==> src/hw/rtl/cwsa_pkg.sv <==
`timescale 1ns / 1ps
// ----------------------------------------------------------------------------
// cwsa_pkg - shared types and constants for the clock with settable alarm
// Register indexes, reset values, time limits and the word types that pass
// between the time keeper, the alarm editor and the top level.
// ----------------------------------------------------------------------------
package cwsa_pkg;

    // Configuration register indexes
    localparam int          CFG_IDX_W          = 8;
    localparam logic [7:0]  CFG_TICKS_PER_SEC  = 8'd0;
    localparam logic [7:0]  CFG_BUTTON_REPEAT  = 8'd1;

    // Configuration reset values
    localparam logic [15:0] TICKS_PER_SEC_RST  = 16'd3000;
    localparam logic [15:0] BUTTON_REPEAT_RST  = 16'd800;

    // Time limits
    localparam logic [5:0]  SEC_MAX            = 6'd59;
    localparam logic [5:0]  MIN_MAX            = 6'd59;
    localparam logic [4:0]  HOUR_MAX           = 5'd23;

    // Clock reset time 23:59:35
    localparam logic [5:0]  SEC_RST            = 6'd35;
    localparam logic [5:0]  MIN_RST            = 6'd59;
    localparam logic [4:0]  HOUR_RST           = 5'd23;

    // Saved alarm reset values, outside every valid time
    localparam logic [5:0]  SAVED_MIN_RST      = 6'd63;
    localparam logic [4:0]  SAVED_HOUR_RST     = 5'd31;

    // Word widths
    localparam int          IN_DATA_W          = 8;
    localparam int          OUT_DATA_W         = 32;

    // Current time of day
    typedef struct packed {
        logic [4:0] hour;
        logic [5:0] minute;
        logic [5:0] second;
    } clk_time_t;

    // Button and request levels of one tick
    typedef struct packed {
        logic stop_request;
        logic save_request;
        logic hour_down;
        logic hour_up;
        logic minute_down;
        logic minute_up;
    } btn_t;

    // Alarm editor status
    typedef struct packed {
        logic [4:0] edit_hour;
        logic [5:0] edit_minute;
        logic       armed;
        logic       led_on;
    } alarm_stat_t;

endpackage

==> src/hw/rtl/cwsa_timekeep.sv <==
`timescale 1ns / 1ps
// ----------------------------------------------------------------------------
// cwsa_timekeep - prescaler and 24-hour time of day
// Counts ticks up to the configured limit, then steps the seconds, minutes
// and hours. Exposes the time after the current tick for the alarm match.
// ----------------------------------------------------------------------------
module cwsa_timekeep (
    input  logic                 clk,
    input  logic                 rst_n,
    input  logic                 step,
    input  logic [15:0]          ticks_per_second,
    output cwsa_pkg::clk_time_t  time_next,
    output logic                 sec_hit
);
    import cwsa_pkg::*;

    logic [15:0] tick_count_reg;
    logic [15:0] tick_count_next;
    logic [16:0] tick_plus;
    clk_time_t   time_reg;
    clk_time_t   time_stepped;
    logic [5:0]  sec_inc;
    logic [5:0]  min_inc;
    logic [4:0]  hour_inc;

    // Prescaler: reaching or passing the limit fires and clears
    always_comb
    begin
        tick_plus = {1'b0, tick_count_reg} + 17'd1;
        sec_hit   = step && (tick_plus >= {1'b0, ticks_per_second});
        if (!step)
            tick_count_next = tick_count_reg;
        else if (sec_hit)
            tick_count_next = '0;
        else
            tick_count_next = tick_plus[15:0];
    end

    // One-second step with carries
    always_comb
    begin
        sec_inc  = time_reg.second + 6'd1;
        min_inc  = time_reg.minute + 6'd1;
        hour_inc = time_reg.hour + 5'd1;
        time_stepped = time_reg;
        if (time_reg.second >= SEC_MAX)
        begin
            time_stepped.second = '0;
            if (time_reg.minute >= MIN_MAX)
            begin
                time_stepped.minute = '0;
                time_stepped.hour   = (time_reg.hour >= HOUR_MAX) ? '0 : hour_inc;
            end
            else
            begin
                time_stepped.minute = min_inc;
            end
        end
        else
        begin
            time_stepped.second = sec_inc;
        end
        time_next = sec_hit ? time_stepped : time_reg;
    end

    always_ff @(posedge clk or negedge rst_n)
    begin
        if (!rst_n)
        begin
            tick_count_reg  <= '0;
            time_reg.second <= SEC_RST;
            time_reg.minute <= MIN_RST;
            time_reg.hour   <= HOUR_RST;
        end
        else
        begin
            tick_count_reg <= tick_count_next;
            time_reg       <= time_next;
        end
    end

    // Time stays a valid time of day
    a_sec_range: assert property (@(posedge clk) disable iff (!rst_n)
        time_reg.second <= SEC_MAX && time_reg.minute <= MIN_MAX
        && time_reg.hour <= HOUR_MAX)
        else $error("time of day out of range");

    // Time moves only on a second step
    a_time_hold: assert property (@(posedge clk) disable iff (!rst_n)
        !sec_hit |=> $stable(time_reg))
        else $error("time changed without a second step");

endmodule

==> src/hw/rtl/cwsa_alarm.sv <==
`timescale 1ns / 1ps
// ----------------------------------------------------------------------------
// cwsa_alarm - alarm setting, save, arm and LED
// Samples the buttons every repeat interval, steps the edited alarm with
// wrap at both ends, saves and arms it, and lights the LED on a match.
// ----------------------------------------------------------------------------
module cwsa_alarm (
    input  logic                   clk,
    input  logic                   rst_n,
    input  logic                   step,
    input  cwsa_pkg::btn_t         btn,
    input  logic [15:0]            button_repeat_ticks,
    input  cwsa_pkg::clk_time_t    time_next,
    input  logic                   sec_hit,
    output cwsa_pkg::alarm_stat_t  stat_next
);
    import cwsa_pkg::*;

    logic [15:0] repeat_count_reg;
    logic [15:0] repeat_count_next;
    logic [16:0] repeat_plus;
    logic        btn_hit;
    logic [5:0]  edit_minute_reg;
    logic [4:0]  edit_hour_reg;
    logic [5:0]  saved_minute_reg;
    logic [4:0]  saved_hour_reg;
    logic        armed_reg;
    logic        led_reg;
    logic [5:0]  min_up;
    logic [5:0]  min_dn;
    logic [4:0]  hour_up;
    logic [4:0]  hour_dn;
    logic [5:0]  saved_minute_next;
    logic [4:0]  saved_hour_next;
    logic        match;

    // Button repeat counter
    always_comb
    begin
        repeat_plus = {1'b0, repeat_count_reg} + 17'd1;
        btn_hit     = step && (repeat_plus >= {1'b0, button_repeat_ticks});
        if (!step)
            repeat_count_next = repeat_count_reg;
        else if (btn_hit)
            repeat_count_next = '0;
        else
            repeat_count_next = repeat_plus[15:0];
    end

    // Edit steps (up first, then down), then match, save and stop
    always_comb
    begin
        min_up = edit_minute_reg;
        if (btn.minute_up)
            min_up = (edit_minute_reg >= MIN_MAX) ? '0 : edit_minute_reg + 6'd1;
        min_dn = min_up;
        if (btn.minute_down)
            min_dn = (min_up == '0 || min_up > MIN_MAX) ? MIN_MAX : min_up - 6'd1;

        hour_up = edit_hour_reg;
        if (btn.hour_up)
            hour_up = (edit_hour_reg >= HOUR_MAX) ? '0 : edit_hour_reg + 5'd1;
        hour_dn = hour_up;
        if (btn.hour_down)
            hour_dn = (hour_up == '0 || hour_up > HOUR_MAX) ? HOUR_MAX : hour_up - 5'd1;

        stat_next.edit_minute = btn_hit ? min_dn : edit_minute_reg;
        stat_next.edit_hour   = btn_hit ? hour_dn : edit_hour_reg;

        // Match, save, then stop
        match = sec_hit && armed_reg && saved_minute_reg == time_next.minute
                && saved_hour_reg == time_next.hour;
        saved_minute_next = saved_minute_reg;
        saved_hour_next   = saved_hour_reg;
        stat_next.armed   = armed_reg;
        stat_next.led_on  = led_reg || match;
        if (step && btn.save_request)
        begin
            saved_minute_next = stat_next.edit_minute;
            saved_hour_next   = stat_next.edit_hour;
            stat_next.armed   = 1'b1;
        end
        if (step && btn.stop_request)
        begin
            stat_next.armed  = 1'b0;
            stat_next.led_on = 1'b0;
        end
    end

    always_ff @(posedge clk or negedge rst_n)
    begin
        if (!rst_n)
        begin
            repeat_count_reg <= '0;
            edit_minute_reg  <= '0;
            edit_hour_reg    <= '0;
            saved_minute_reg <= SAVED_MIN_RST;
            saved_hour_reg   <= SAVED_HOUR_RST;
            armed_reg        <= 1'b0;
            led_reg          <= 1'b0;
        end
        else
        begin
            repeat_count_reg <= repeat_count_next;
            edit_minute_reg  <= stat_next.edit_minute;
            edit_hour_reg    <= stat_next.edit_hour;
            saved_minute_reg <= saved_minute_next;
            saved_hour_reg   <= saved_hour_next;
            armed_reg        <= stat_next.armed;
            led_reg          <= stat_next.led_on;
        end
    end

    // Edited alarm stays a valid time
    a_edit_range: assert property (@(posedge clk) disable iff (!rst_n)
        edit_minute_reg <= MIN_MAX && edit_hour_reg <= HOUR_MAX)
        else $error("edited alarm out of range");

    // LED lights only from an armed alarm
    a_led_armed: assert property (@(posedge clk) disable iff (!rst_n)
        $rose(led_reg) |-> $past(armed_reg))
        else $error("LED lit while disarmed");

endmodule

==> src/hw/rtl/clock_with_settable_alarm.sv <==
`timescale 1ns / 1ps
// ----------------------------------------------------------------------------
// clock_with_settable_alarm - 24-hour clock with a button-set alarm
// One input word is one timer tick with button levels; one output word is
// the time, the edited alarm, the armed flag and the LED after that tick.
// ----------------------------------------------------------------------------
//  Channel  Direction  Handshake              Payload
//  s_*      in         s_tvalid / s_tready    s_tdata[7:0]   one tick
//  m_*      out        m_tvalid / m_tready    m_tdata[31:0]  status word
//  cfg_*    in         cfg_valid / cfg_ready  cfg_index, cfg_data
//
//  One word per cycle while the output is not stalled: input register,
//  then result register, with all state updated in the step between them.
//  Reset gives 23:59:35, alarm 00:00, disarmed, LED off.
//  A stalled output holds the result; the input register still takes one
//  more word, then s_tready drops until m_tready returns.
//  Configuration writes are taken in any cycle (cfg_ready is always high).
// ----------------------------------------------------------------------------
module clock_with_settable_alarm (
    input  logic                             clk,
    input  logic                             rst_n,
    // minute_up, minute_down, hour_up, hour_down, save_request,
    // stop_request, 2'b0 (from bit 0)
    input  logic                             s_tvalid,
    output logic                             s_tready,
    input  logic [cwsa_pkg::IN_DATA_W-1:0]   s_tdata,
    // second_now[5:0], minute_now[11:6], hour_now[16:12],
    // alarm_minute_shown[22:17], alarm_hour_shown[27:23], armed[28],
    // led_on[29], 2'b0
    output logic                             m_tvalid,
    input  logic                             m_tready,
    output logic [cwsa_pkg::OUT_DATA_W-1:0]  m_tdata,
    input  logic                             cfg_valid,
    output logic                             cfg_ready,
    input  logic [cwsa_pkg::CFG_IDX_W-1:0]   cfg_index,
    input  logic [15:0]                      cfg_data
);
    import cwsa_pkg::*;

    logic        in_valid_reg;
    logic        in_valid_next;
    btn_t        btn_reg;
    logic        out_valid_reg;
    logic        out_valid_next;
    logic [OUT_DATA_W-1:0] out_data_reg;
    logic [OUT_DATA_W-1:0] out_data_next;
    logic [15:0] ticks_per_sec_reg;
    logic [15:0] button_repeat_reg;
    logic        advance;
    logic        step;
    logic        s_fire;
    clk_time_t   time_next;
    logic        sec_hit;
    alarm_stat_t stat_next;

    // Handshake and pipeline advance
    assign advance   = !out_valid_reg || m_tready;
    assign s_tready  = !in_valid_reg || advance;
    assign s_fire    = s_tvalid && s_tready;
    assign step      = in_valid_reg && advance;
    assign cfg_ready = 1'b1;

    always_comb
    begin
        in_valid_next  = s_fire ? 1'b1 : (advance ? 1'b0 : in_valid_reg);
        out_valid_next = advance ? in_valid_reg : out_valid_reg;
        out_data_next  = {2'b00, stat_next.led_on, stat_next.armed,
                          stat_next.edit_hour, stat_next.edit_minute,
                          time_next.hour, time_next.minute, time_next.second};
    end

    // Control registers
    always_ff @(posedge clk or negedge rst_n)
    begin
        if (!rst_n)
        begin
            in_valid_reg      <= 1'b0;
            out_valid_reg     <= 1'b0;
            ticks_per_sec_reg <= TICKS_PER_SEC_RST;
            button_repeat_reg <= BUTTON_REPEAT_RST;
        end
        else
        begin
            in_valid_reg  <= in_valid_next;
            out_valid_reg <= out_valid_next;
            if (cfg_valid && cfg_ready)
            begin
                case (cfg_index)
                    CFG_TICKS_PER_SEC: ticks_per_sec_reg <= cfg_data;
                    CFG_BUTTON_REPEAT: button_repeat_reg <= cfg_data;
                    default:           ;
                endcase
            end
        end
    end

    // Payload registers
    always_ff @(posedge clk)
    begin
        if (s_fire)
            btn_reg <= btn_t'(s_tdata[5:0]);
        if (step)
            out_data_reg <= out_data_next;
    end

    cwsa_timekeep u_timekeep (
        .clk              (clk),
        .rst_n            (rst_n),
        .step             (step),
        .ticks_per_second (ticks_per_sec_reg),
        .time_next        (time_next),
        .sec_hit          (sec_hit)
    );

    cwsa_alarm u_alarm (
        .clk                 (clk),
        .rst_n               (rst_n),
        .step                (step),
        .btn                 (btn_reg),
        .button_repeat_ticks (button_repeat_reg),
        .time_next           (time_next),
        .sec_hit             (sec_hit),
        .stat_next           (stat_next)
    );

    assign m_tvalid = out_valid_reg;
    assign m_tdata  = out_data_reg;

    // Input side stalls only with both stages full and the output held
    a_stall_cause: assert property (@(posedge clk) disable iff (!rst_n)
        !s_tready |-> in_valid_reg && out_valid_reg && !m_tready)
        else $error("input stalled without a full pipeline");

    // A new result comes only from a held input word
    a_out_source: assert property (@(posedge clk) disable iff (!rst_n)
        $rose(out_valid_reg) |-> $past(in_valid_reg))
        else $error("result without an input word");

endmodule

==> config.mk <==
export PLATFORM = sky130hd
export DESIGN_NAME = clock_with_settable_alarm
export DESIGN_NICKNAME = d
export VERILOG_FILES = /design/src/hw/rtl/cwsa_pkg.sv /design/src/hw/rtl/cwsa_timekeep.sv /design/src/hw/rtl/cwsa_alarm.sv /design/src/hw/rtl/clock_with_settable_alarm.sv
export SDC_FILE = /design/constraint.sdc
export NUM_CORES = 1
export LEC_CHECK = 0
export ABC_AREA = 1
export BUFFER_PORTS_ARGS = -buffer_cell sky130_fd_sc_hd__buf_2
export CORE_MARGIN = 10
export CORE_UTILIZATION = 51
export CTS_CLUSTER_SIZE = 20
export DETAILED_ROUTE_END_ITERATION = 6
export GPL_ROUTABILITY_DRIVEN = 1
export HOLD_SLACK_MARGIN = 0.12
export PLACE_DENSITY = 0.69
export SKIP_LAST_GASP = 1
export SYNTH_ARGS = -nofsm -noshare
export SYNTH_HDL_FRONTEND = slang
export SYNTH_HIERARCHICAL = 1
export SYNTH_SLANG_ARGS = --single-unit
==> constraint.sdc <==
create_clock -name clk -period 11.9 [get_ports clk]
set_input_delay 2.975 -clock clk [delete_from_list [all_inputs] [get_ports clk]]
set_output_delay 2.975 -clock clk [all_outputs]
set_load 0.005 [all_outputs]
==> results.cfg <==
[outcome]
status = completed

[clock_network]
tritoncts = yes
post_cts_buffers = 0
cts_num_sinks = 143
cts_buffers = 17
cts_hold_repair.buffers = 0
cts_buffer_depth = 2
clk_latency_ps = 420
clk_pin_slew_ps = 60
post_cts_resized = 0
cts_max_level = 4
root_buffer = clkbuf_16

[floorplan]
die_h_um = 149.2
row_count = 47
die_area_um2 = 22270
num_io_pins = 72
core_um2 = 16470
initial_core_util_pct = 51.73
fp.dieW_um = 149.2

[synth]
synthMuxAreaShare_pct = 0
ys_warn_count = 6
yosysSeqAreaShare_pct = 44.61
synth_top_cell_area_share_pct = 21.74
synth_top_area_cell = dfrtp_1
synth_compound_area_share_pct = 4.157
synth_area_um2 = 8518
ys_ff_latch = 143
synthAdderAreaFrac_pct = 6.463
synth_area_leaders = dfrtp_1 (22%), nand2_1 (17%), edfxtp_1 (13%), dfstp_2 (10%), ha_1 (6.5%)
synth_cells = 1078
syn_avg_cell_area_um2 = 7.902
synth_edf_count = 36
synth_xor_area_share_pct = 3.907
ys.flop_type = dfrtp_1
ys_types = 48
synth-simple-area-share_pct = 32.37
async_reset_ff_share_pct = 74.83
synth_top_family_by_area = simple AND/OR/NAND/NOR gates

[setup_path]
critPathArrivalTime_ps = 3450
reg2regPathDepth = 19
r2r-start = u_timekeep/tick_count_reg[0]
reg2reg_slack_ps = 7600
cp_cell_sequence = buf_2, inv_1, nand3_1, buf_2
required_ps = 8930
cpPeakStageDelay_ps = 150
end_kind = primary output
path_class = in -> out
worst_path_max_delay_cell = buf_2
cp_max_fo = 3
worst_setup_path_start_kind = input port
cp_common_cell = buf_2
r2r-end = m_tdata[29]

[global_routing]
grt_start_max_net_pins = 80
grt_pass1_wl_mm = 30.86
grt_antenna_before_repair = 1
track_usage_pct = 16.85
grt_pass1_vias = 6480
grt-ovfl-total = 0

[placement]
placed_cells = 1343
place.gp.congestion = 0.9154
place_ws_ps = 5467
place_hpwl_mm = 12.85
io_buffer_count = 66

[final_layout]
nNetsFinal = 1223
regArea_um2 = 3800
postLayoutCoreUtil_pct = 58.02
drive_above_1_share_pct = 16.28
nFillCells = 1503
areaGrowthSynthToFinish_pct = 12.15
multi_input_area_um2 = 4018
fin_cells = 1376
largest_reg_flops = 30

[power]
p_leak_nw = 4.838
power_density_nw_per_um2 = 184.0
p_total_w = 0.001758
ir_worst_vdd_mv = 0.1237

[route]
first_pass_iters = 5
vias = 6791
ant_nets = 0
drt-vias-per-instance = 4.935
post_drt_wl_per_cell_um = 13.09
drt_iter0_drc = 453
drc = 0
drt-total-wl_mm = 18.01

[timing]
finalSetupViolCount = 0
worst_slew_pin_slew_ps = 952.1
period_share_pct = 54.02
slew_headroom_pct = 36.53
fin_skew_ps = 10.80
fin_ws_ps = 5472
tns_ps = 0
hold_violations = 0
max_freq_ghz = 0.1556
min_period_ps = 6428
rsz0062_at_grt = false
final_max_slew_viol_count = 0

[worst_hold_path]
hold_path.class = reg -> reg
min_from = ticks_per_sec_reg[11]
min_to = ticks_per_sec_reg[11]
min_path_cells = 2

[run]
max-cap-violations = 0
## cell usage after synthesis, types with 8 or more instances
cell type,count
nor2_1,66
o21ai_0,33
nand3_1,78
xnor2_1,10
nand4_1,21
and2_1,12
nand2_1,381
xor2_1,28
dfstp_2,33
a21oi_1,12
nor2_2,9
o22ai_1,8
inv_1,141
edfxtp_1,36
ha_1,44
dfrtp_1,74
nand2_2,17
## metal layers
metal	wire length (um)	up-vias	global-route usage, %
met2	8531	122	27.09
met4	238	0	5.643
met5	0	-	0
li1	-	3529	-
met3	745	18	3.580
met1	8493	3122	22.09
## critical path: cells and delay by family
kind | cells | cell delay (ps)
and+or+nand+nor | 1 | 120
buffers and inverters | 3 | 350
## logic make-up (layout without fill, tap and decap cells)
family / count (synthesis) / after routing
AOI/OAI and AO/OA: 63 / 63
xor gates and xnor gates: 38 / 38
adders and majority gates: 44 / 44
buffers and inverters: 173 / 249
DFF: 143 / 143
other: 2 / 4
and+or+nand+nor: 615 / 615
## cells in the final DEF, fill, tap and decap left out, types with 7 or more instances in the layout
| master | netlist | final |
|---|---|---|
| nand2_2 | 17 | 17 |
| xnor2_1 | 10 | 10 |
| dfstp_2 | 33 | 33 |
| nand4_1 | 21 | 21 |
| and2_1 | 12 | 12 |
| nand2_1 | 381 | 381 |
| o22ai_1 | 8 | 8 |
| dfrtp_1 | 74 | 74 |
| xor2_1 | 28 | 28 |
| a21oi_1 | 12 | 11 |
| clkbuf_16 | 0 | 17 |
| nor2_2 | 9 | 9 |
| nor2_1 | 66 | 66 |
| nor2_4 | 7 | 7 |
| ha_1 | 44 | 44 |
| edfxtp_1 | 36 | 36 |
| nand3_1 | 78 | 78 |
| o21ai_0 | 33 | 33 |
| inv_1 | 141 | 141 |
| buf_2 | 7 | 65 |
## stage by stage
step	hold WS, ps	instance area, um^2
finish	460.3	9553
global route	478.9	9553
CTS	462.3	9550
detailed placement	453.1	9000
global placement	451.1	9000
floorplan	441.9	8522
## how the worst max path moves through the flow
| stage | start | to | slack, ps | cells after the start |
|---|---|---|---|---|
| floorplan | m_tready | m_tdata[29] | 5480 | 11 |
| global placement | m_tready | s_tready | 5480 | 4 |
| detailed placement | m_tready | s_tready | 5470 | 4 |
| CTS | m_tready | s_tready | 5460 | 4 |
| global route | m_tready | s_tready | 5420 | 4 |
| finish | m_tready | s_tready | 5470 | 4 |
## final cells by class
class,count,area share (%)
Multi-Input combinational cell,763,42.06
Sequential cell,143,39.78
Inverter,149,5.855
Clock buffer,20,4.571
Timing Repair Buffer,68,3.641
Tap cell,220,2.881
Clock inverter,12,1.192
Antenna cell,1,0.02620
## power breakdown
group          switching [W]  total [W]  internal [W]
logic               0.000387   0.000587      0.000199
clock network       0.000209   0.000497      0.000288
registers          0.0000584   0.000674      0.000616
total               0.000654    0.00176       0.00110
Note: power is estimated with default switching activity, not from simulation.
